--- config.mk ---
export PLATFORM = sky130hd
export DESIGN_NAME = fragment_reassembler_core_flat
export DESIGN_NICKNAME = d
export VERILOG_FILES = /design/src/design/fr_pkg.sv /design/src/design/fr_if.sv /design/src/design/fragment_reassembler_core.sv /design/src/design/fr_ram.sv /design/src/design/fr_judge.sv /design/src/flat_wrapper.sv
export SDC_FILE = /design/constraint.sdc
export NUM_CORES = 1
export LEC_CHECK = 0
export ABC_AREA = 1
export BUFFER_PORTS_ARGS = -buffer_cell sky130_fd_sc_hd__buf_2
export CORE_MARGIN = 2
export CORE_UTILIZATION = 35
export DETAILED_ROUTE_END_ITERATION = 12
export PLACE_DENSITY = 0.53
export SYNTH_ARGS = -nofsm -noshare
export SYNTH_HDL_FRONTEND = slang
export SYNTH_SLANG_ARGS = --single-unit
export TNS_END_PERCENT = 20
--- constraint.sdc ---
create_clock -name clk -period 13.7 [get_ports clk]
set_input_delay 3.425 -clock clk [delete_from_list [all_inputs] [get_ports clk]]
set_output_delay 3.425 -clock clk [all_outputs]
set_load 0.05 [all_outputs]
--- src/design/fr_pkg.sv ---
// shared types and constants for the fragment reassembler
`timescale 1ns / 1ps
`default_nettype none

package fr_pkg;

    // header sizes in bytes
    localparam int unsigned HDR_CONT  = 3;
    localparam int unsigned HDR_FIRST = 5;

    // frame position counter saturates here
    localparam int unsigned POS_W   = 10;
    localparam logic [POS_W-1:0] POS_MAX = 10'd1023;

    // frame length is position plus one
    localparam int unsigned LEN_W = POS_W + 1;

    // message counters, fixed by the 6-bit length field
    localparam int unsigned CNT_W = 6;

    // register indexes on the configuration port
    localparam logic REG_ENABLE = 1'b0;
    localparam logic REG_TYPE   = 1'b1;

    // frame status codes
    typedef enum logic [1:0] {
        ST_IGNORED  = 2'd0,
        ST_ACCEPTED = 2'd1,
        ST_COMPLETE = 2'd2,
        ST_ERROR    = 2'd3
    } fr_status_t;

    // result kinds
    localparam logic KIND_STATUS = 1'b0;
    localparam logic KIND_DATA   = 1'b1;

    // control sequencer states
    typedef enum logic [2:0] {
        S_RUN  = 3'b001,
        S_READ = 3'b010,
        S_DATA = 3'b100
    } fr_state_t;

    // header and assembly context seen by the frame judge
    typedef struct packed {
        logic [LEN_W-1:0] frame_size;
        logic             cmd;
        logic             first;
        logic             last;
        logic             type_match;
        logic             overflow;
        logic [15:0]      total;
        logic [7:0]       sequence_no;
        logic             active;
        logic [7:0]       exp_sequence;
        logic [CNT_W-1:0] exp_total;
        logic [CNT_W-1:0] received;
    } fr_frame_t;

    // decision taken at frame end
    typedef struct packed {
        fr_status_t       status;
        logic             clear_asm;
        logic             load_first;
        logic             load_received;
        logic [CNT_W-1:0] received;
        logic [CNT_W-1:0] total;
    } fr_verdict_t;

endpackage

`default_nettype wire

--- src/design/fr_if.sv ---
// valid/ready channel interfaces for frame bytes and result items
`timescale 1ns / 1ps
`default_nettype none

interface fr_in_if;
    logic       valid;
    logic       ready;
    logic [7:0] frame_byte;
    logic       frame_end;
    logic       write_command;

    modport source (output valid, frame_byte, frame_end, write_command, input ready);
    modport sink   (input valid, frame_byte, frame_end, write_command, output ready);
endinterface

interface fr_out_if;
    logic       valid;
    logic       ready;
    logic       result_kind;
    logic [1:0] frame_status;
    logic [7:0] message_byte;
    logic [5:0] message_length;
    logic       final_result;

    modport source (output valid, result_kind, frame_status, message_byte,
                    message_length, final_result, input ready);
    modport sink   (input valid, result_kind, frame_status, message_byte,
                    message_length, final_result, output ready);
endinterface

`default_nettype wire

--- src/design/fragment_reassembler_core.sv ---
// Fragment reassembler top level: header capture, payload store, status and readout.
// One frame byte is taken per cycle outside readout and, for a frame end, while the output
// register has room; payload bytes are written to the message ram as they come. A frame end
// loads one status item into the output register, valid the next cycle; a completed message
// then reads out its N bytes, each read from the ram, then loaded into the output register
// once free, with input held off for that burst. Reset (rst_n low, asynchronous) clears the
// assembly context, header registers and sequencer; ram contents stay undefined until written.
`timescale 1ns / 1ps
`default_nettype none

module fragment_reassembler_core
    import fr_pkg::*;
#(
    parameter int unsigned BUFFER_SIZE = 32
) (
    input  wire logic         clk,
    input  wire logic         rst_n,
    fr_in_if.sink             frame_in,
    fr_out_if.source          result_out,
    input  wire logic         psel,
    input  wire logic         penable,
    input  wire logic         pwrite,
    input  wire logic [2:0]   paddr,
    input  wire logic [31:0]  pwdata,
    output logic      [31:0]  prdata,
    output logic              pready
);

    localparam int unsigned AW = (BUFFER_SIZE > 1) ? $clog2(BUFFER_SIZE) : 1;

    // configuration registers
    logic       enabled_reg;
    logic [7:0] acc_type_reg;

    // frame header and assembly context
    logic [POS_W-1:0] pos_reg,      pos_next;
    logic [7:0]       hdr_type_reg, hdr_type_cur;
    logic [1:0]       hdr_flags_reg, hdr_flags_cur;
    logic [7:0]       hdr_seq_reg,  hdr_seq_cur;
    logic [15:0]      hdr_total_reg, hdr_total_cur;
    logic             ovf_reg,      ovf_cur;
    logic             active_reg;
    logic [7:0]       exp_seq_reg;
    logic [CNT_W-1:0] exp_total_reg;
    logic [CNT_W-1:0] received_reg;

    // readout sequencer
    fr_state_t        state_reg, state_next;
    logic [CNT_W-1:0] rd_cnt_reg;
    logic [CNT_W-1:0] rd_total_reg;

    // output register
    logic             out_valid_reg;
    logic             out_kind_reg;
    logic [1:0]       out_status_reg;
    logic [7:0]       out_byte_reg;
    logic [5:0]       out_len_reg;
    logic             out_final_reg;

    logic             out_free;
    logic             in_accept;
    logic             end_accept;
    logic             data_load;
    logic             data_last;
    logic             type_match;
    logic [LEN_W-1:0] hdr_len;
    logic [LEN_W-1:0] store_idx;
    logic             in_payload;
    logic             ram_we;
    logic             ram_re;
    logic [7:0]       ram_rdata;
    logic             cfg_write;
    fr_frame_t        frame;
    fr_verdict_t      verdict;

    // apb register port
    assign pready    = 1'b1;
    assign cfg_write = psel && penable && pwrite;

    always_ff @(posedge clk or negedge rst_n)
    begin
        if (!rst_n)
        begin
            enabled_reg  <= 1'b0;
            acc_type_reg <= 8'd0;
        end
        else if (cfg_write)
        begin
            case (paddr[2])
                REG_ENABLE: enabled_reg  <= pwdata[0];
                REG_TYPE:   acc_type_reg <= pwdata[7:0];
                default:    enabled_reg  <= enabled_reg;
            endcase
        end
    end

    always_comb
    begin
        case (paddr[2])
            REG_ENABLE: prdata = {31'd0, enabled_reg};
            REG_TYPE:   prdata = {24'd0, acc_type_reg};
            default:    prdata = 32'd0;
        endcase
    end

    // input handshake: a frame end needs room in the output register
    assign out_free       = !out_valid_reg || result_out.ready;
    assign frame_in.ready = (state_reg == S_RUN) && (out_free || !frame_in.frame_end);
    assign in_accept      = frame_in.valid && frame_in.ready;
    assign end_accept     = in_accept && frame_in.frame_end;

    // header fields as they stand after this byte
    always_comb
    begin
        hdr_type_cur  = hdr_type_reg;
        hdr_flags_cur = hdr_flags_reg;
        hdr_seq_cur   = hdr_seq_reg;
        hdr_total_cur = hdr_total_reg;
        case (pos_reg)
            POS_W'(0): hdr_type_cur  = frame_in.frame_byte;
            POS_W'(1): hdr_flags_cur = frame_in.frame_byte[1:0];
            POS_W'(2): hdr_seq_cur   = frame_in.frame_byte;
            POS_W'(3): hdr_total_cur = {hdr_total_reg[15:8], frame_in.frame_byte};
            POS_W'(4): hdr_total_cur = {frame_in.frame_byte, hdr_total_reg[7:0]};
            default:   hdr_type_cur  = hdr_type_reg;
        endcase
    end

    // payload placement in the message ram
    assign type_match = (hdr_type_cur == acc_type_reg) && enabled_reg;
    assign hdr_len    = hdr_flags_cur[0] ? LEN_W'(HDR_FIRST) : LEN_W'(HDR_CONT);
    assign in_payload = (LEN_W'(pos_reg) >= hdr_len) && type_match;
    assign store_idx  = LEN_W'(pos_reg) - hdr_len +
                        (hdr_flags_cur[0] ? LEN_W'(0) : LEN_W'(received_reg));
    assign ram_we     = in_accept && in_payload && (store_idx < LEN_W'(BUFFER_SIZE));
    assign ovf_cur    = ovf_reg || (in_payload && (store_idx >= LEN_W'(BUFFER_SIZE)));

    // saturating frame position
    always_comb
    begin
        if (frame_in.frame_end)
        begin
            pos_next = '0;
        end
        else if (pos_reg == POS_MAX)
        begin
            pos_next = pos_reg;
        end
        else
        begin
            pos_next = pos_reg + POS_W'(1);
        end
    end

    // frame end evaluation
    always_comb
    begin
        frame.frame_size   = LEN_W'(pos_reg) + LEN_W'(1);
        frame.cmd          = frame_in.write_command;
        frame.first        = hdr_flags_cur[0];
        frame.last         = hdr_flags_cur[1];
        frame.type_match   = type_match;
        frame.overflow     = ovf_cur;
        frame.total        = hdr_total_cur;
        frame.sequence_no  = hdr_seq_cur;
        frame.active       = active_reg;
        frame.exp_sequence = exp_seq_reg;
        frame.exp_total    = exp_total_reg;
        frame.received     = received_reg;
    end

    fr_judge #(
        .BUFFER_SIZE (BUFFER_SIZE)
    ) u_judge (
        .frame   (frame),
        .verdict (verdict)
    );

    // header and assembly registers
    always_ff @(posedge clk or negedge rst_n)
    begin
        if (!rst_n)
        begin
            pos_reg       <= '0;
            hdr_type_reg  <= 8'd0;
            hdr_flags_reg <= 2'd0;
            hdr_seq_reg   <= 8'd0;
            hdr_total_reg <= 16'd0;
            ovf_reg       <= 1'b0;
            active_reg    <= 1'b0;
            exp_seq_reg   <= 8'd0;
            exp_total_reg <= '0;
            received_reg  <= '0;
        end
        else if (in_accept)
        begin
            pos_reg       <= pos_next;
            hdr_type_reg  <= hdr_type_cur;
            hdr_flags_reg <= hdr_flags_cur;
            hdr_seq_reg   <= hdr_seq_cur;
            hdr_total_reg <= hdr_total_cur;
            ovf_reg       <= frame_in.frame_end ? 1'b0 : ovf_cur;
            if (frame_in.frame_end)
            begin
                if (verdict.clear_asm)
                begin
                    active_reg    <= 1'b0;
                    exp_seq_reg   <= 8'd0;
                    exp_total_reg <= '0;
                    received_reg  <= '0;
                end
                else if (verdict.load_first)
                begin
                    active_reg    <= 1'b1;
                    exp_seq_reg   <= hdr_seq_cur;
                    exp_total_reg <= verdict.total;
                    received_reg  <= verdict.received;
                end
                else if (verdict.load_received)
                begin
                    received_reg  <= verdict.received;
                end
            end
        end
    end

    // readout sequencer
    assign ram_re    = (state_reg == S_READ);
    assign data_load = (state_reg == S_DATA) && out_free;
    assign data_last = (rd_cnt_reg + CNT_W'(1)) == rd_total_reg;

    always_comb
    begin
        state_next = state_reg;
        case (state_reg)
            S_RUN:
            begin
                if (end_accept && verdict.status == ST_COMPLETE &&
                    verdict.total != '0)
                begin
                    state_next = S_READ;
                end
            end
            S_READ:  state_next = S_DATA;
            S_DATA:
            begin
                if (out_free)
                begin
                    state_next = data_last ? S_RUN : S_READ;
                end
            end
            default: state_next = S_RUN;
        endcase
    end

    always_ff @(posedge clk or negedge rst_n)
    begin
        if (!rst_n)
        begin
            state_reg    <= S_RUN;
            rd_cnt_reg   <= '0;
            rd_total_reg <= '0;
        end
        else
        begin
            state_reg <= state_next;
            if (end_accept)
            begin
                rd_cnt_reg   <= '0;
                rd_total_reg <= verdict.total;
            end
            else if (data_load)
            begin
                rd_cnt_reg   <= rd_cnt_reg + CNT_W'(1);
            end
        end
    end

    // message store
    fr_ram #(
        .WIDTH (8),
        .DEPTH (BUFFER_SIZE)
    ) u_store (
        .clk   (clk),
        .we    (ram_we),
        .waddr (store_idx[AW-1:0]),
        .wdata (frame_in.frame_byte),
        .re    (ram_re),
        .raddr (rd_cnt_reg[AW-1:0]),
        .rdata (ram_rdata)
    );

    // output register: status item at frame end, data items during readout
    always_ff @(posedge clk or negedge rst_n)
    begin
        if (!rst_n)
        begin
            out_valid_reg <= 1'b0;
        end
        else if (end_accept || data_load)
        begin
            out_valid_reg <= 1'b1;
        end
        else if (result_out.ready)
        begin
            out_valid_reg <= 1'b0;
        end
    end

    always_ff @(posedge clk)
    begin
        if (end_accept)
        begin
            out_kind_reg   <= KIND_STATUS;
            out_status_reg <= verdict.status;
            out_byte_reg   <= 8'd0;
            out_len_reg    <= (verdict.status == ST_COMPLETE) ? verdict.total : 6'd0;
            out_final_reg  <= (verdict.status != ST_COMPLETE) || (verdict.total == '0);
        end
        else if (data_load)
        begin
            out_kind_reg   <= KIND_DATA;
            out_status_reg <= ST_COMPLETE;
            out_byte_reg   <= ram_rdata;
            out_len_reg    <= rd_total_reg;
            out_final_reg  <= data_last;
        end
    end

    assign result_out.valid          = out_valid_reg;
    assign result_out.result_kind    = out_kind_reg;
    assign result_out.frame_status   = out_status_reg;
    assign result_out.message_byte   = out_byte_reg;
    assign result_out.message_length = out_len_reg;
    assign result_out.final_result   = out_final_reg;

    // no store write while a message is read out
    assert property (@(posedge clk) disable iff (!rst_n)
        ram_we |-> (state_reg == S_RUN))
        else $error("message store written during readout");

    // readout index stays inside the completed message
    assert property (@(posedge clk) disable iff (!rst_n)
        (state_reg == S_DATA) |-> (rd_cnt_reg < rd_total_reg))
        else $error("readout index past message length");

    // received count never exceeds the expected total
    assert property (@(posedge clk) disable iff (!rst_n)
        received_reg <= exp_total_reg)
        else $error("received count above expected total");

    // the last data item hands control back to frame intake
    assert property (@(posedge clk) disable iff (!rst_n)
        (data_load && data_last) |=> (state_reg == S_RUN))
        else $error("sequencer did not return after last data item");

endmodule

`default_nettype wire

--- src/design/fr_ram.sv ---
// generic single-write, single-read ram with registered read data
`timescale 1ns / 1ps
`default_nettype none

module fr_ram #(
    parameter int unsigned WIDTH = 8,
    parameter int unsigned DEPTH = 32,
    localparam int unsigned AW = (DEPTH > 1) ? $clog2(DEPTH) : 1
) (
    input  wire logic                  clk,
    input  wire logic                  we,
    input  wire logic [AW-1:0]         waddr,
    input  wire logic [WIDTH-1:0]      wdata,
    input  wire logic                  re,
    input  wire logic [AW-1:0]         raddr,
    output logic      [WIDTH-1:0]      rdata
);

    logic [WIDTH-1:0] mem [DEPTH];

    // write port
    always_ff @(posedge clk)
    begin
        if (we)
        begin
            mem[waddr] <= wdata;
        end
    end

    // registered read port
    always_ff @(posedge clk)
    begin
        if (re)
        begin
            rdata <= mem[raddr];
        end
    end

endmodule

`default_nettype wire

--- src/design/fr_judge.sv ---
// frame-end evaluation: status and assembly update for one finished frame
`timescale 1ns / 1ps
`default_nettype none

module fr_judge
    import fr_pkg::*;
#(
    parameter int unsigned BUFFER_SIZE = 32
) (
    input  wire fr_frame_t   frame,
    output fr_verdict_t      verdict
);

    logic [LEN_W-1:0] frag_first;
    logic [LEN_W-1:0] frag_cont;
    logic [LEN_W:0]   cont_sum;

    // payload sizes for both header forms
    assign frag_first = frame.frame_size - LEN_W'(HDR_FIRST);
    assign frag_cont  = frame.frame_size - LEN_W'(HDR_CONT);
    assign cont_sum   = (LEN_W+1)'(frame.received) + (LEN_W+1)'(frag_cont);

    always_comb
    begin
        verdict               = '0;
        verdict.status        = ST_ERROR;
        verdict.clear_asm     = 1'b1;

        if (!frame.cmd || frame.frame_size < LEN_W'(HDR_CONT))
        begin
            verdict.status    = ST_ERROR;
        end
        else if (!frame.type_match)
        begin
            // foreign or unattended frame: leave assembly untouched
            verdict.status    = ST_IGNORED;
            verdict.clear_asm = 1'b0;
        end
        else if (frame.overflow)
        begin
            verdict.status    = ST_ERROR;
        end
        else if (frame.first)
        begin
            if (frame.frame_size < LEN_W'(HDR_FIRST))
            begin
                verdict.status = ST_ERROR;
            end
            else if (frame.total == 16'd0 || frame.total > 16'(BUFFER_SIZE) ||
                     16'(frag_first) > frame.total)
            begin
                verdict.status = ST_ERROR;
            end
            else if (frame.last)
            begin
                if (16'(frag_first) != frame.total)
                begin
                    verdict.status = ST_ERROR;
                end
                else
                begin
                    verdict.status = ST_COMPLETE;
                    verdict.total  = frame.total[CNT_W-1:0];
                end
            end
            else
            begin
                // opening fragment of a longer message
                verdict.status     = ST_ACCEPTED;
                verdict.clear_asm  = 1'b0;
                verdict.load_first = 1'b1;
                verdict.total      = frame.total[CNT_W-1:0];
                verdict.received   = frag_first[CNT_W-1:0];
            end
        end
        else if (!frame.active || frame.exp_sequence != frame.sequence_no)
        begin
            verdict.status = ST_ERROR;
        end
        else if (cont_sum > (LEN_W+1)'(frame.exp_total))
        begin
            verdict.status = ST_ERROR;
        end
        else if (frame.last)
        begin
            if (cont_sum != (LEN_W+1)'(frame.exp_total))
            begin
                verdict.status = ST_ERROR;
            end
            else
            begin
                verdict.status = ST_COMPLETE;
                verdict.total  = frame.exp_total;
            end
        end
        else
        begin
            // continuation that keeps the message open
            verdict.status        = ST_ACCEPTED;
            verdict.clear_asm     = 1'b0;
            verdict.load_received = 1'b1;
            verdict.received      = cont_sum[CNT_W-1:0];
        end
    end

endmodule

`default_nettype wire

--- src/flat_wrapper.sv ---
// flat-port wrapper written by rule: the top's interface ports become plain ports
module fragment_reassembler_core_flat import fr_pkg::*;
#(
    parameter int unsigned BUFFER_SIZE = 32
)
  (clk, rst_n, psel, penable, pwrite, paddr, pwdata, prdata, pready, frame_in_valid, frame_in_frame_byte, frame_in_frame_end, frame_in_write_command, frame_in_ready, result_out_valid, result_out_result_kind, result_out_frame_status, result_out_message_byte, result_out_message_length, result_out_final_result, result_out_ready);
  fr_in_if frame_in_i ();
  fr_out_if result_out_i ();
  input  wire logic clk;
  input  wire logic rst_n;
  input  wire logic psel;
  input  wire logic penable;
  input  wire logic pwrite;
  input  wire logic [2:0] paddr;
  input  wire logic [31:0] pwdata;
  output logic      [31:0] prdata;
  output logic pready;
  input wire logic [$bits(frame_in_i.valid)-1:0] frame_in_valid;
  input wire logic [$bits(frame_in_i.frame_byte)-1:0] frame_in_frame_byte;
  input wire logic [$bits(frame_in_i.frame_end)-1:0] frame_in_frame_end;
  input wire logic [$bits(frame_in_i.write_command)-1:0] frame_in_write_command;
  output wire logic [$bits(frame_in_i.ready)-1:0] frame_in_ready;
  output wire logic [$bits(result_out_i.valid)-1:0] result_out_valid;
  output wire logic [$bits(result_out_i.result_kind)-1:0] result_out_result_kind;
  output wire logic [$bits(result_out_i.frame_status)-1:0] result_out_frame_status;
  output wire logic [$bits(result_out_i.message_byte)-1:0] result_out_message_byte;
  output wire logic [$bits(result_out_i.message_length)-1:0] result_out_message_length;
  output wire logic [$bits(result_out_i.final_result)-1:0] result_out_final_result;
  input wire logic [$bits(result_out_i.ready)-1:0] result_out_ready;
  assign frame_in_i.valid = frame_in_valid;
  assign frame_in_i.frame_byte = frame_in_frame_byte;
  assign frame_in_i.frame_end = frame_in_frame_end;
  assign frame_in_i.write_command = frame_in_write_command;
  assign frame_in_ready = frame_in_i.ready;
  assign result_out_valid = result_out_i.valid;
  assign result_out_result_kind = result_out_i.result_kind;
  assign result_out_frame_status = result_out_i.frame_status;
  assign result_out_message_byte = result_out_i.message_byte;
  assign result_out_message_length = result_out_i.message_length;
  assign result_out_final_result = result_out_i.final_result;
  assign result_out_i.ready = result_out_ready;
  fragment_reassembler_core #(.BUFFER_SIZE(BUFFER_SIZE)) u_core (.clk(clk), .rst_n(rst_n), .frame_in(frame_in_i), .result_out(result_out_i), .psel(psel), .penable(penable), .pwrite(pwrite), .paddr(paddr), .pwdata(pwdata), .prdata(prdata), .pready(pready));
endmodule
==> results of run 1 <==
-- how the worst max path moves through the flow --
stage                                endpoint                   start  cells past startpoint  slack [ps]
detailed placement  u_core.u_store.mem[22][6]  frame_in_frame_byte[0]                     20        5410
global route         u_core.u_store.mem[5][5]  frame_in_frame_byte[0]                     19        5550
global placement    u_core.u_store.mem[19][5]  frame_in_frame_byte[0]                     20        5480
CTS                  u_core.u_store.mem[5][5]  frame_in_frame_byte[0]                     20        5950
floorplan                      frame_in_ready        result_out_ready                      2        6000
finish               u_core.u_store.mem[5][5]  frame_in_frame_byte[0]                     20        5990
-- layout by cell type, fill, tap and decap left out, types with 16 or more instances in the layout --
master	n
nand2_1	352
edfxtp_1	273
nor2_1	254
o21ai_0	207
inv_1	144
o22ai_1	90
dfrtp_1	88
nand3_1	82
ha_1	52
buf_2	52
clkbuf_16	42
a21oi_1	39
nand2_2	29
conb_1	25
xor2_1	23
o21ai_1	21
buf_4	16
-- power groups by stage --
stage | Combinational [W] | Clock, W | Sequential [W]
2_1_floorplan | 0.000564 | 0 | 0.00132
3_3_place_gp | 0.000747 | 0 | 0.00132
3_5_place_dp | 0.000755 | 0 | 0.00132
4_1_cts | 0.000759 | 0.00110 | 0.00130
5_1_grt | 0.000853 | 0.00115 | 0.00131
6_report | 0.000759 | 0.00108 | 0.00130
-- tightest hold or removal path, delay by kind of cell (launching register included) --
family / cells / cell delay [ps]
buffers and inverters: 1 / 40
AOI/OAI and AO/OA: 1 / 60
DFF: 1 / 320
-- area by class of cell --
type / count / area (um^2)
inverters: 157 / 596
flip-flops and latches: 373 / 10700
clock buffers: 57 / 1120
well taps: 688 / 861
clock inverters: 14 / 159
fillers: 5238 / 31800
multi-input cells: 1317 / 6960
repair buffers: 68 / 380
-- per-layer routing --
| layer | GRT usage | part of all wire | up-vias |
|---|---|---|---|
| met3 | 0.0240 | 0.042 | 79 |
| met1 | 0.237 | 0.46 | 6549 |
| met2 | 0.292 | 0.48 | 268 |
| met4 | 0.0600 | 0.027 | 0 |
| li1 | - | - | 6635 |
| met5 | 0 | 0 | - |
-- cell families (layout without fill, tap and decap cells) --
kind of cell               Yosys count  in the layout  share of synthesized area
and+or+nand+nor                    786            786                      0.186
AOI/OAI and AO/OA                  414            414                      0.127
DFF                                373            373                      0.572
buffers and inverters              257            296                     0.0594
adders and majority gates           54             54                     0.0371
xor gates and xnor gates            34             34                     0.0160
muxes                                4              4                    0.00242
other                                2             25                   0.000403
-- per-stage QoR --
step | power (W) | area (um^2) | std cells | utilization | setup slack, ps
floorplan | 0.00188 | 18700 | 1947 | - | 6000
global placement | 0.00207 | 19500 | 2603 | 0.370 | 5480
detailed placement | 0.00208 | 19500 | 2603 | 0.370 | 5410
CTS | 0.00316 | 20700 | 2674 | 0.395 | 5950
global route | 0.00331 | 20700 | 2674 | 0.395 | 5550
finish | 0.00314 | 20700 | 2674 | 0.395 | 5990
==> results.md, run 1 <==
CTS:
- The post-CTS setup repair buffer count is 0.
- The clock passes through at most 3 buffers.
- The number of gates resized after cts is 0.
- TritonCTS built the clock tree.
- For the worst-skew pair, the clock arrives at the later sink with an insertion delay of 600 ps.
- The clock root buffer is clkbuf_16.
- The clock drives 373 sinks.
- For this design, the CTS-stage hold fixing added 0 buffers.
- In this run the number of H-tree levels came out at 2.
- Clock-pin slew was measured on the worst setup and hold paths at 60 ps.
- The number of clock buffers added by TritonCTS is 42.

Detailed routing:
- The via count is 13500.
- In this run the remaining antenna-violating nets after routing total 0.
- Summed over all layers, the routed wires come to 49400 um.
- The violation count after the first detailed-route iteration is 1188.
- The number of iterations in the first detailed-routing pass is 7.
- The residual DRC count is 0.
- The detail-routed via count per cell is 5.06.
- The mean routed wirelength per cell is 18.5 um.

Die:
- The number of primary I/O pins is 105.
- The floorplan has 84 rows.
- The core area is 52600 um^2.
- The initial utilization of the core area, before any placement, comes to 0.355.
- The full die area is 55100 um^2.
- The overall die width is 235 um.
- The die height is 235 um.

Power and ir drop:
- The relative contribution of combinational cells to total power is 0.242.
- Of the total power, the share spent switching nets is 0.331.
- The sequential group share of total power is 0.415.
- The power dissipated by switching net loads is 0.00104 W.
- Of the total power, the clock network draws 0.344.
- The maximum VDD drop is 0.0950 mV.
- The internal portion of the total power is 0.00210 W.
- The power density normalized to cell area is 152 nW/um^2.
- The leakage power is 8.28 nW.

Logic synthesis:
- By area the synthesized netlist is led by edfxtp_1, dfrtp_1, nand2_1.
- Counting flops with an async set or reset pin after synthesis yields a share of 0.244.
- The count of warnings emitted by yosys is 0.
- The most instantiated library cell after synthesis is nand2_1.
- The most used flip-flop cell after synthesis is edfxtp_1.
- The synthesized netlist occupies a cell area of 18600 um^2.
- The share of the Yosys chip area taken by registers is 0.572.
- Each instance of the synthesized netlist takes up on average 9.69 um^2.
- The commonest cells after synthesis are nand2_1, edfxtp_1, nor2_1.
- Synthesis inferred 373 register bits.
- The share of synthesized area in the top cell type comes to 0.440.
- The number of distinct library cell variants in the gate-level netlist after synthesis is 58.
- The number of standard cells after synthesis is 1924.
- Counting flops with a built-in enable in the synthesized netlist gives 273.
- The synthesized design spends more area on one cell type than any other, namely edfxtp_1.

Setup path:
- The critical path buffer and inverter count is 4.
- The largest individual stage delay along the critical path comes from the cell nor2_1.
- The reg-to-reg critical path startpoint is u_core.pos_reg[9].
- In this run the register-to-register setup slack is 8130 ps.
- Measured in cells, the most critical reg-to-reg path has a length of 24.
- The data required time at the worst endpoint is 13890 ps.
- In this design, the largest share of critical-path delay is due to simple AND/OR/NAND/NOR gates.
- The maximum fanout along the worst path is 33.
- The classification of the worst setup path is in2reg.
- Traced cell by cell, the critical path runs through buf_2 -> inv_1 -> o21ai_1 -> buf_4 -> nor2_1 -> ha_1 -> a21o_1 -> ha_1 -> a21oi_1 -> nor2_1 -> o21ai_0 -> nand3_1 -> xor2_1 -> nor2_1 -> nand3_1 -> inv_1 -> nand2_1 -> nor2_1 -> nand2_1 -> nor2_1.
- For the worst setup path, the data arrival time is 7910 ps.
- The cell that appears most often on the critical path is nor2_1.
- The type of element launching the critical path is a primary input.
- In this run the critical register-to-register path is captured at u_core.u_store.mem[5][5].
- On the worst path, the slowest cell contributes a delay of 720 ps.
- The kind of capture point of the worst setup path is a flop.

STA:
- The shortest period the worst path allows is 7710 ps.
- The setup TNS after final layout is 0 ps.
- The slew of the pin with the lowest slew margin is 1090 ps.
- The max-slew violation count is 0.
- Setup repair after global routing left no endpoint under its margin.
- The normalized max-slew margin is 0.269.
- The final hold slack is 453 ps.
- The number of failing setup endpoints in the final timing report is 0.
- In the finished design, the share of the clock period the worst path needs comes to 0.563.
- The number of hold-slack violations in the final timing report was 0.
- The highest attainable clock frequency is 130 MHz.
- The worst-case clock skew is 32.4 ps.

Min path:
- The start point of the worst min-delay path is u_core.result_out.result_kind.
- The end of the worst hold path is u_core.result_out.result_kind.
- The kind of path behind the tightest hold check is reg2reg.
- The worst hold path passes through 2 cells.

Status:
- The flow ran to the end, and the final reports show no timing, DRC or antenna violations.

Final layout:
- The register with the most flip-flops in the layout has 256 of them.
- 0 antenna diodes ended up in the layout.
- The final net count is 2065.
- The fraction of layout cells with a size suffix above 1 is 0.111.
- The synthesis-to-finish area growth is 11.3%.

Global route:
- The via count of the first global-routing pass is 13100.
- The initial antenna violation count is 1.
- The pin count of the biggest net entering global routing is 81.
- The first global-routing pass estimated 76100 um of wire.
- Across every metal layer, demand over resource in global routing totals 0.176.
- The leftover overflow at the end of global routing is 0.

Place:
- The detailed placer's ending HPWL is 32000 um.
- The number of buffers added on ports is 53.
- At the end of routability-driven placement, the weighted congestion stood at 0.883.

Run:
- The reported max-cap violation count is 0.
No activity file was read; power rests on OpenSTA's default activity.
==> inputs of run 2 (changes only) <==
--- a/config.mk
+++ b/config.mk
@@ -5,12 +5,12 @@
 export SDC_FILE = /design/constraint.sdc
 export NUM_CORES = 1
 export LEC_CHECK = 0
-export ABC_AREA = 1
+export ABC_AREA = 0
 export BUFFER_PORTS_ARGS = -buffer_cell sky130_fd_sc_hd__buf_2
 export CORE_MARGIN = 2
 export CORE_UTILIZATION = 35
 export DETAILED_ROUTE_END_ITERATION = 12
-export PLACE_DENSITY = 0.53
+export PLACE_DENSITY = 0.55
 export SYNTH_ARGS = -nofsm -noshare
 export SYNTH_HDL_FRONTEND = slang
 export SYNTH_SLANG_ARGS = --single-unit
==> constraint.sdc (replaced) <==
create_clock -name clk -period 6.4 [get_ports clk]
set_input_delay 1.6 -clock clk [delete_from_list [all_inputs] [get_ports clk]]
set_output_delay 1.6 -clock clk [all_outputs]
set_load 0.05 [all_outputs]
==> run 2 against run 1 <==
Effect of this change:
- first-iteration DRC count decreased by 36%
- worst setup slack got worse by 5000 ps
- clock power increased by 110%
- via count decreased by 17%
- register-to-register slack got worse by 7100 ps
- critical path depth decreased by 2
- clock skew increased by 7.6 ps
- core utilization increased by 0.82 points
- global-route usage decreased by 1.2 points
- synthesized cell count decreased by 30%
- flip-flop and latch count unchanged
- sequential share of layout area increased by 0.077 points
- largest cell class unchanged
- largest power group unchanged
==> results.md, run 2 <==
Global route:
- The pin count of the biggest net entering global routing came to 50 (-38%).
- The leftover overflow at the end of global routing is 0 (unchanged).
- The global-route wire length before repair came to 67700 um (-11%).
- The initial antenna violation count is 0 (-1).
- The overall routing resource usage is 0.164 (-0.0118).
- The via count of the first global-routing pass is 11100 (-15%).

Setup path:
- The data required time at the worst endpoint is 6650 ps (-7240 ps).
- The worst setup path is launched from a primary input.
- The count of cells along the worst register-to-register path is 19 (-21%).
- The reg-to-reg setup timing slack was 1060 ps (-7070 ps).
- The maximum fanout along the worst path is 8 (-76%).
- The worst setup path is captured at a flop.
- The critical path in this run is classified as in2reg.
- The startpoint of the most critical setup path is frame_in_frame_byte[0].
- The reg-to-reg critical path startpoint is u_core.pos_reg[0].
- The critical path arrival is 5660 ps (-2250 ps).
- The end of the worst register-to-register path is u_core.u_store.mem[16][4].

CTS:
- The sink count of the clock tree was 373 (unchanged).
- The number of gates resized after cts was 0 (unchanged).
- CTS placed an instance of clkbuf_16 at the clock tree root.
- The hold buffer count at cts is 0 (unchanged).
- The clock tree from TritonCTS is built.
- The CTS H-tree depth is 2 (unchanged).
- The insertion delay to the later sink of the worst-skew pair is 580 ps (-20 ps).
- The CTS buffer count was 41 (-2.4%).
- The post-CTS setup repair buffer count is 0 (unchanged).
- The clock transition time at the flip-flop clock pins of the worst setup and hold paths is 60 ps (about the same).
- The maximum clock insertion buffer count is 3 (unchanged).

STA:
- The shortest period the worst path allows is 5410 ps.
- The setup TNS after final layout is 0 ps (unchanged).
- The number of failing setup endpoints in the final timing report is 0 (unchanged).
- The worst-case clock skew came to 40.0 ps (+7.64 ps).
- The normalized max-slew margin came to 0.366 (+0.0969).
- The slew of the pin with the lowest slew margin is 949 ps (-139 ps).
- Of the available clock period, the critical path in the final layout requires 0.846.
- The max-slew violation count is 0 (unchanged).
- The number of hold-slack violations in the final timing report is 0 (unchanged).
- Setup repair after global routing left no endpoint under its margin.
- The highest attainable clock frequency is 185 MHz.

Power and ir drop:
- The power density normalized to cell area is 295 nW/um^2 (+94%).
- The cell-internal power is 0.00438 W (+110%).
- The proportion of total power due to net switching is 0.282 (-0.0494).
- The relative contribution of combinational cells to total power came to 0.165 (-0.077).
- The leakage power was 7.46 nW (-9.9%).
- The sequential group share of total power is 0.460 (+0.045).
- The clock share of power is 0.375 (+0.031).
- The power consumption came to 0.00610 W (+94%).
- The power dissipated by switching net loads is 0.00172 W (+65%).
- The maximum VDD drop is 0.184 mV (+93%).

Logic synthesis:
- The synthesized flop and latch total came to 373 (unchanged).
- The synthesized design spends more area on one cell type than any other, namely edfxtp_1.
- Ranked by instance count, the synthesized netlist is headed by edfxtp_1, dfrtp_1, nand2_1.
- By area the synthesized netlist is led by edfxtp_1, dfrtp_1, mux4_2.
- The most used flip-flop cell after synthesis is edfxtp_1.
- The share of Yosys cell area claimed by the top area cell type came to 0.449 (+0.00948).
- The number of standard cells after synthesis is 1339 (-30%).
- The combined area of all synthesized cells is 18200 um^2 (-2.1%).
- The share of flip-flops with an asynchronous set or reset after synthesis was 0.244 (unchanged).
- The sequential fraction of the synthesis area was 0.584 (+0.0123).
- The most instantiated library cell after synthesis is edfxtp_1.
- The number of distinct library cell variants in the gate-level netlist after synthesis is 87 (+50%).
- The number of flops mapped to enable cells by yosys is 273 (unchanged).
- The count of warnings emitted by yosys is 0 (unchanged).
- The post-synthesis average cell area is 13.6 um^2 (+41%).

Final layout:
- The leading cell type in the layout, fill and taps excluded is edfxtp_1.
- The fraction of layout cells with a size suffix above 1 is 0.216 (+0.105).
- The number of flip-flops in the largest register was 256 (unchanged).
- The synthesis-to-finish area growth is 13.5%.
- The number of diodes added for antenna fixing was 0 (unchanged).
- Leaving out fill and tap cells, the most frequent cells in the layout are edfxtp_1, nand2_1, dfrtp_1.
- The final net count is 1528 (-26%).

Die:
- The count of standard-cell rows is 83 (-1.2%).
- The number of primary I/O pins is 105 (unchanged).
- The core area came to 51400 um^2 (-2.2%).
- The full die area is 54000 um^2 (-2.1%).
- The overall die width is 232 um (-1.0%).
- The starting utilization of the core area came to 0.355 (about the same).
- The die height is 232 um (-1.0%).

Min path:
- The end of the worst hold path is u_core.result_out.message_byte[4].
- The number of cells traversed by the worst hold path is 2 (unchanged).
- The start point of the worst min-delay path is u_core.u_store.rdata[4].
- The kind of path behind the tightest hold check is reg2reg.

Detailed routing:
- The routed wire length is 43700 um (-11%).
- The residual DRC count is 0 (unchanged).
- The number of nets with antenna violations after routing is 0 (unchanged).
- The number of iterations in the first detailed-routing pass is 7 (unchanged).
- The detail-routed via count per cell was 5.25 (+3.7%).
- The mean routed wirelength per cell is 20.5 um (+11%).
- The violation count after the first detailed-route iteration is 764 (-36%).
- The via count is 11200 (-17%).

Status:
- The flow ran to the end, and the final reports show no timing, DRC or antenna violations.

Place:
- The detailed placer's ending HPWL is 30200 um (-5.7%).
- The number of buffers added on ports is 53 (unchanged).
- The routability-driven placement congestion ratio came to 0.824 (-6.7%).

Run:
- The reported max-cap violation count is 0 (unchanged).
## run 2: cell types whose count changed after synthesis, sizes merged, moves of 32 or more
cell / before / now
nand3: 89 / 30
inv: 155 / 55
nand2: 389 / 91
nor2: 273 / 86
o21ai: 242 / 84
mux4: 0 / 80
mux2: 4 / 36
o22ai: 90 / 10
## run 2: power by group through the flow
stage	clock network [W]	logic [W]	registers (W)
after floorplan	0	0.000733	0.00282
after global placement	0	0.000983	0.00285
after detailed placement	0	0.00100	0.00285
after CTS	0.00235	0.00101	0.00281
after global routing	0.00244	0.00112	0.00282
final	0.00229	0.00100	0.00281
## run 2: final cells by class
cell class                 instances  area (um^2)
clock buffer                      56         1100
clock inverter                    20          208
fill                            4789        30700
inverter                          55          206
multi-input combinational        847         7020
sequential                       373        10700
tap                              680          851
timing repair buffer             104          651
## run 2: logic make-up (layout without fill, tap and decap cells)
logic type / Yosys count / count (layout) / synth area share
XOR/XNOR: 54 / 54 / 0.0259
multiplexers: 137 / 137 / 0.133
buffers and inverters: 142 / 235 / 0.0359
AO/OA/AOI/OAI: 247 / 247 / 0.0882
AND/OR/NAND/NOR: 330 / 330 / 0.0950
adder cells (fa/ha/maj): 54 / 54 / 0.0379
other: 2 / 25 / 0.000412
flip-flops: 373 / 373 / 0.584
## run 2: worst max-delay path by stage
stage	to	cells past startpoint
floorplan	u_core.u_store.mem[16][0]	17
global placement	u_core.u_store.mem[20][5]	18
detailed placement	u_core.u_store.mem[20][1]	18
CTS	u_core.u_store.mem[16][0]	18
global route	u_core.u_store.mem[16][4]	19
finish	u_core.u_store.mem[16][4]	18
## run 2: worst max-delay path: stages
cell	delay, ps
buf_2	130
inv_1	80
nor4_1	430
nor2_1	120
inv_1	90
nor2_1	40
ha_1	300
ha_1	360
o21ai_0	190
nor2_1	90
o41ai_1	380
mux2i_1	240
and4_1	290
nand2_1	80
or3_1	480
or3b_1	440
nor2_1	120
buf_4	200
## run 2: per-stage QoR
| stage | hold slack [ps] | util | cell area (um^2) | worst slack (ps) | std cells |
|---|---|---|---|---|---|
| 2_1_floorplan | 418 | - | 18300 | 585 | 1362 |
| 3_3_place_gp | 428 | 0.377 | 19400 | 446 | 2059 |
| 3_5_place_dp | 440 | 0.377 | 19400 | 412 | 2059 |
| 4_1_cts | 448 | 0.403 | 20700 | 1000 | 2135 |
| 5_1_grt | 472 | 0.403 | 20700 | 611 | 2135 |
| 6_report | 444 | 0.403 | 20700 | 987 | 2135 |
## run 2: layer usage
layer | vias up | GRT usage | wire length (um)
met2 | 284 | 0.265 | 20800
met3 | 57 | 0.0223 | 1940
li1 | 5239 | - | -
met4 | 0 | 0.0469 | 879
met5 | - | 0 | 0
met1 | 5619 | 0.232 | 20100
==> inputs of run 3 (changes only) <==
==> constraint.sdc (replaced) <==
create_clock -name clk -period 4.5 [get_ports clk]
set_input_delay 1.125 -clock clk [delete_from_list [all_inputs] [get_ports clk]]
set_output_delay 1.125 -clock clk [all_outputs]
set_load 0.05 [all_outputs]
==> run 3 against run 2 <==
Effect of this change:
- the flow now finishes with violations (setup timing)
- register-to-register slack lost 1200 ps
- global-route usage grew 1.5 points
- critical path depth shrank 1
- routed wire length grew 10%
- worst setup slack lost 1100 ps
- final cell count grew 4.5%
- power grew 49%
- clock-buffer cell count grew 4
- non-clock buffer count grew 95
- critical path type is now reg2reg
==> results.md, run 3 (synthesis gave the netlist of run 2 again) <==
STA:
- The worst-case clock skew is 22.2 ps (-17.9 ps).
- The shortest period the worst path allows is 4600 ps.
- The max-slew violation count is 0 (unchanged).
- The number of failing setup endpoints in the final timing report was 56 (+56).
- Setup repair after global routing could not meet its margin everywhere.
- The number of hold-slack violations in the final timing report is 0 (unchanged).
- The normalized max-slew margin was 0.328 (-0.0379).
- The setup TNS after final layout is -3740 ps (-3740 ps).
- Static timing analysis puts the maximum clock frequency at 217 MHz.
- Of the available clock period, the critical path in the final layout requires 1.02.
- The slew of the pin with the lowest slew margin is 1010 ps (+59.3 ps).
- The final worst slack is -101 ps (-1090 ps).

Final layout:
- The number of flip-flops in the largest register came to 256 (unchanged).
- The number of diodes added for antenna fixing is 0 (unchanged).
- The synthesis-to-finish area growth is 21.4%.
- The final net count is 1625 (+6.3%).
- The library cell used most frequently in the layout, excluding fill and tap cells, is edfxtp_1.
- The top cell types in the final layout, fill and taps aside, are edfxtp_1, buf_4, dfrtp_1.
- The fraction of layout cells with a size suffix above 1 came to 0.319 (+0.103).
- The total of fill cells in the finished design is 4624 (-3.4%).

Run:
- The reported max-cap violation count is 0 (unchanged).

Global route:
- The initial antenna violation count is 0 (unchanged).
- The via count of the first global-routing pass is 11700 (+5.6%).
- The overall routing resource usage is 0.179 (+0.0148).
- The leftover overflow at the end of global routing is 0 (unchanged).
- The global-route wire length before repair is 72300 um (+6.8%).
- The pin count of the biggest net entering global routing is 64 (+28%).

Setup path:
- Traced cell by cell, the critical path runs through inv_2 -> ha_4 -> nand4bb_1 -> o31a_1 -> or3_4 -> ha_4 -> inv_2 -> fa_2 -> nor2b_4 -> o31ai_4 -> a2bb2oi_2 -> mux2i_1 -> and4_4 -> nand2_4 -> or3_4 -> or3b_4 -> nor2_4.
- The count of cells along the worst register-to-register path was 17 (-2).
- STA classifies the critical path endpoint as a flop.
- The slowest cell on the critical path is or3b_4.
- The critical path's largest stage delay is 480 ps (about the same).
- The critical path arrival is 4830 ps (-830 ps).
- The reg-to-reg setup timing slack is -100 ps (-1160 ps).
- The data required time at the worst endpoint is 4730 ps (-1920 ps).
- The reg-to-reg critical path startpoint is u_core.pos_reg[9].
- The type of element launching the critical path is a flop.
- The worst register-to-register path ends at u_core.u_store.mem[16][2].
- The maximum fanout along the worst path is 8 (unchanged).
- The classification of the worst setup path is reg2reg.

Min path:
- The worst hold path belongs to the class reg2reg.
- For hold timing, the worst endpoint is u_core.result_out.message_byte[7].
- The number of cells traversed by the worst hold path is 2 (unchanged).
- The start point of the worst min-delay path is u_core.u_store.rdata[7].

Detailed routing:
- The residual DRC count is 0 (unchanged).
- The via count is 11700 (+4.5%).
- The mean routed wirelength per cell is 21.6 um (+5.5%).
- The detail-routed via count per cell is 5.25 (about the same).
- The number of iterations in the first detailed-routing pass is 5 (-2).
- The number of nets with antenna violations after routing was 0 (unchanged).
- The routed wire length came to 48200 um (+10%).
- The violation count after the first detailed-route iteration came to 856 (+12%).

CTS:
- The CTS buffer count is 43 (+4.9%).
- The sink count of the clock tree is 373 (unchanged).
- The insertion delay to the later sink of the worst-skew pair is 570 ps (about the same).
- TritonCTS built the clock tree.
- The CTS H-tree depth is 2 (unchanged).
- The maximum clock insertion buffer count is 3 (unchanged).
- The clock transition time at the flip-flop clock pins of the worst setup and hold paths was 50 ps (about the same).
- The clock root buffer is clkbuf_16.

Status:
- The final reports fail on setup timing.
- The run finished, with violations left.

Die:
- The starting utilization of the core area is 0.355 (unchanged).
- The full die area was 54000 um^2 (unchanged).
- The core area is 51400 um^2 (unchanged).
- The number of primary I/O pins was 105 (unchanged).
- The die height is 232 um (unchanged).
- The overall die width is 232 um (unchanged).
- The count of standard-cell rows is 83 (unchanged).

Place:
- The detailed placer's ending HPWL was 34000 um (+13%).
- The number of buffers added on ports came to 53 (unchanged).
- The routability-driven placement congestion ratio is 0.839 (+1.8%).

Power and ir drop:
- The leakage power is 8.08 nW (+8.3%).
- The power consumption is 0.00910 W (+49%).
- The maximum VDD drop is 0.250 mV (+36%).
- The power density normalized to cell area was 411 nW/um^2 (+40%).
-- run 3: worst max path at each step --
stage / start / endpoint / cells past startpoint
2_1_floorplan: frame_in_frame_byte[0] / u_core.u_store.mem[17][0] / 17
3_3_place_gp: frame_in_frame_byte[0] / u_core.u_store.mem[17][7] / 15
3_5_place_dp: frame_in_frame_byte[0] / u_core.u_store.mem[17][0] / 15
4_1_cts: u_core.pos_reg[8] / u_core.u_store.mem[16][2] / 16
5_1_grt: u_core.pos_reg[8] / u_core.u_store.mem[16][2] / 18
6_report: u_core.pos_reg[9] / u_core.u_store.mem[16][2] / 17
-- run 3: metrics by stage --
stage	instances	area, um^2	util	setup slack (ps)	hold WS [ps]
after floorplan	1362	18500	-	-213	418
after global placement	2141	20200	0.394	-799	436
after detailed placement	2141	20200	0.394	-850	437
after CTS	2223	21800	0.424	-121	453
after global routing	2231	22100	0.431	-241	470
final	2231	22100	0.431	-101	452
-- run 3: power by group --
part	leakage (nW)	switching (W)	internal, W	total [W]
Clock	0.646	0.00139	0.00194	0.00333
Sequential	3.72	0.000126	0.00385	0.00397
Combinational	3.71	0.00108	0.000714	0.00180
-- run 3: metal layers --
layer | vias up | track usage | wire length [um]
met4 | 0 | 0.0529 | 1210
met1 | 5920 | 0.245 | 21800
met5 | - | 0 | 0
li1 | 5446 | - | -
met3 | 64 | 0.0312 | 2220
met2 | 274 | 0.291 | 23000
-- run 3: repair_timing --
| item | in CTS | in global routing |
|---|---|---|
| hold buffers | 0 | 0 |
| endpoints found under the setup margin | 291 | 294 |
| pin swaps | 25 | 35 |
| resized for setup | 49 | 60 |
| setup buffers | 5 | 6 |
| gates cloned | 0 | 2 |
-- run 3: critical path, delay by kind of cell (launching register included) --
family,cells,cell delay [ps]
DFF,1,380
adders and majority gates,3,850
AOI/OAI and AO/OA,3,570
muxes,1,190
and+or+nand+nor,8,2140
buffers and inverters,2,130
-- run 3: layout make-up --
cell class	count	area (um^2)	area share
Timing Repair Buffer	199	1520	0.0687
Tap cell	680	851	0.0384
Sequential cell	373	10700	0.482
Inverter	55	211	0.00955
Clock buffer	60	1170	0.0528
Multi-Input combinational cell	847	7570	0.342
Clock inverter	17	155	0.00701
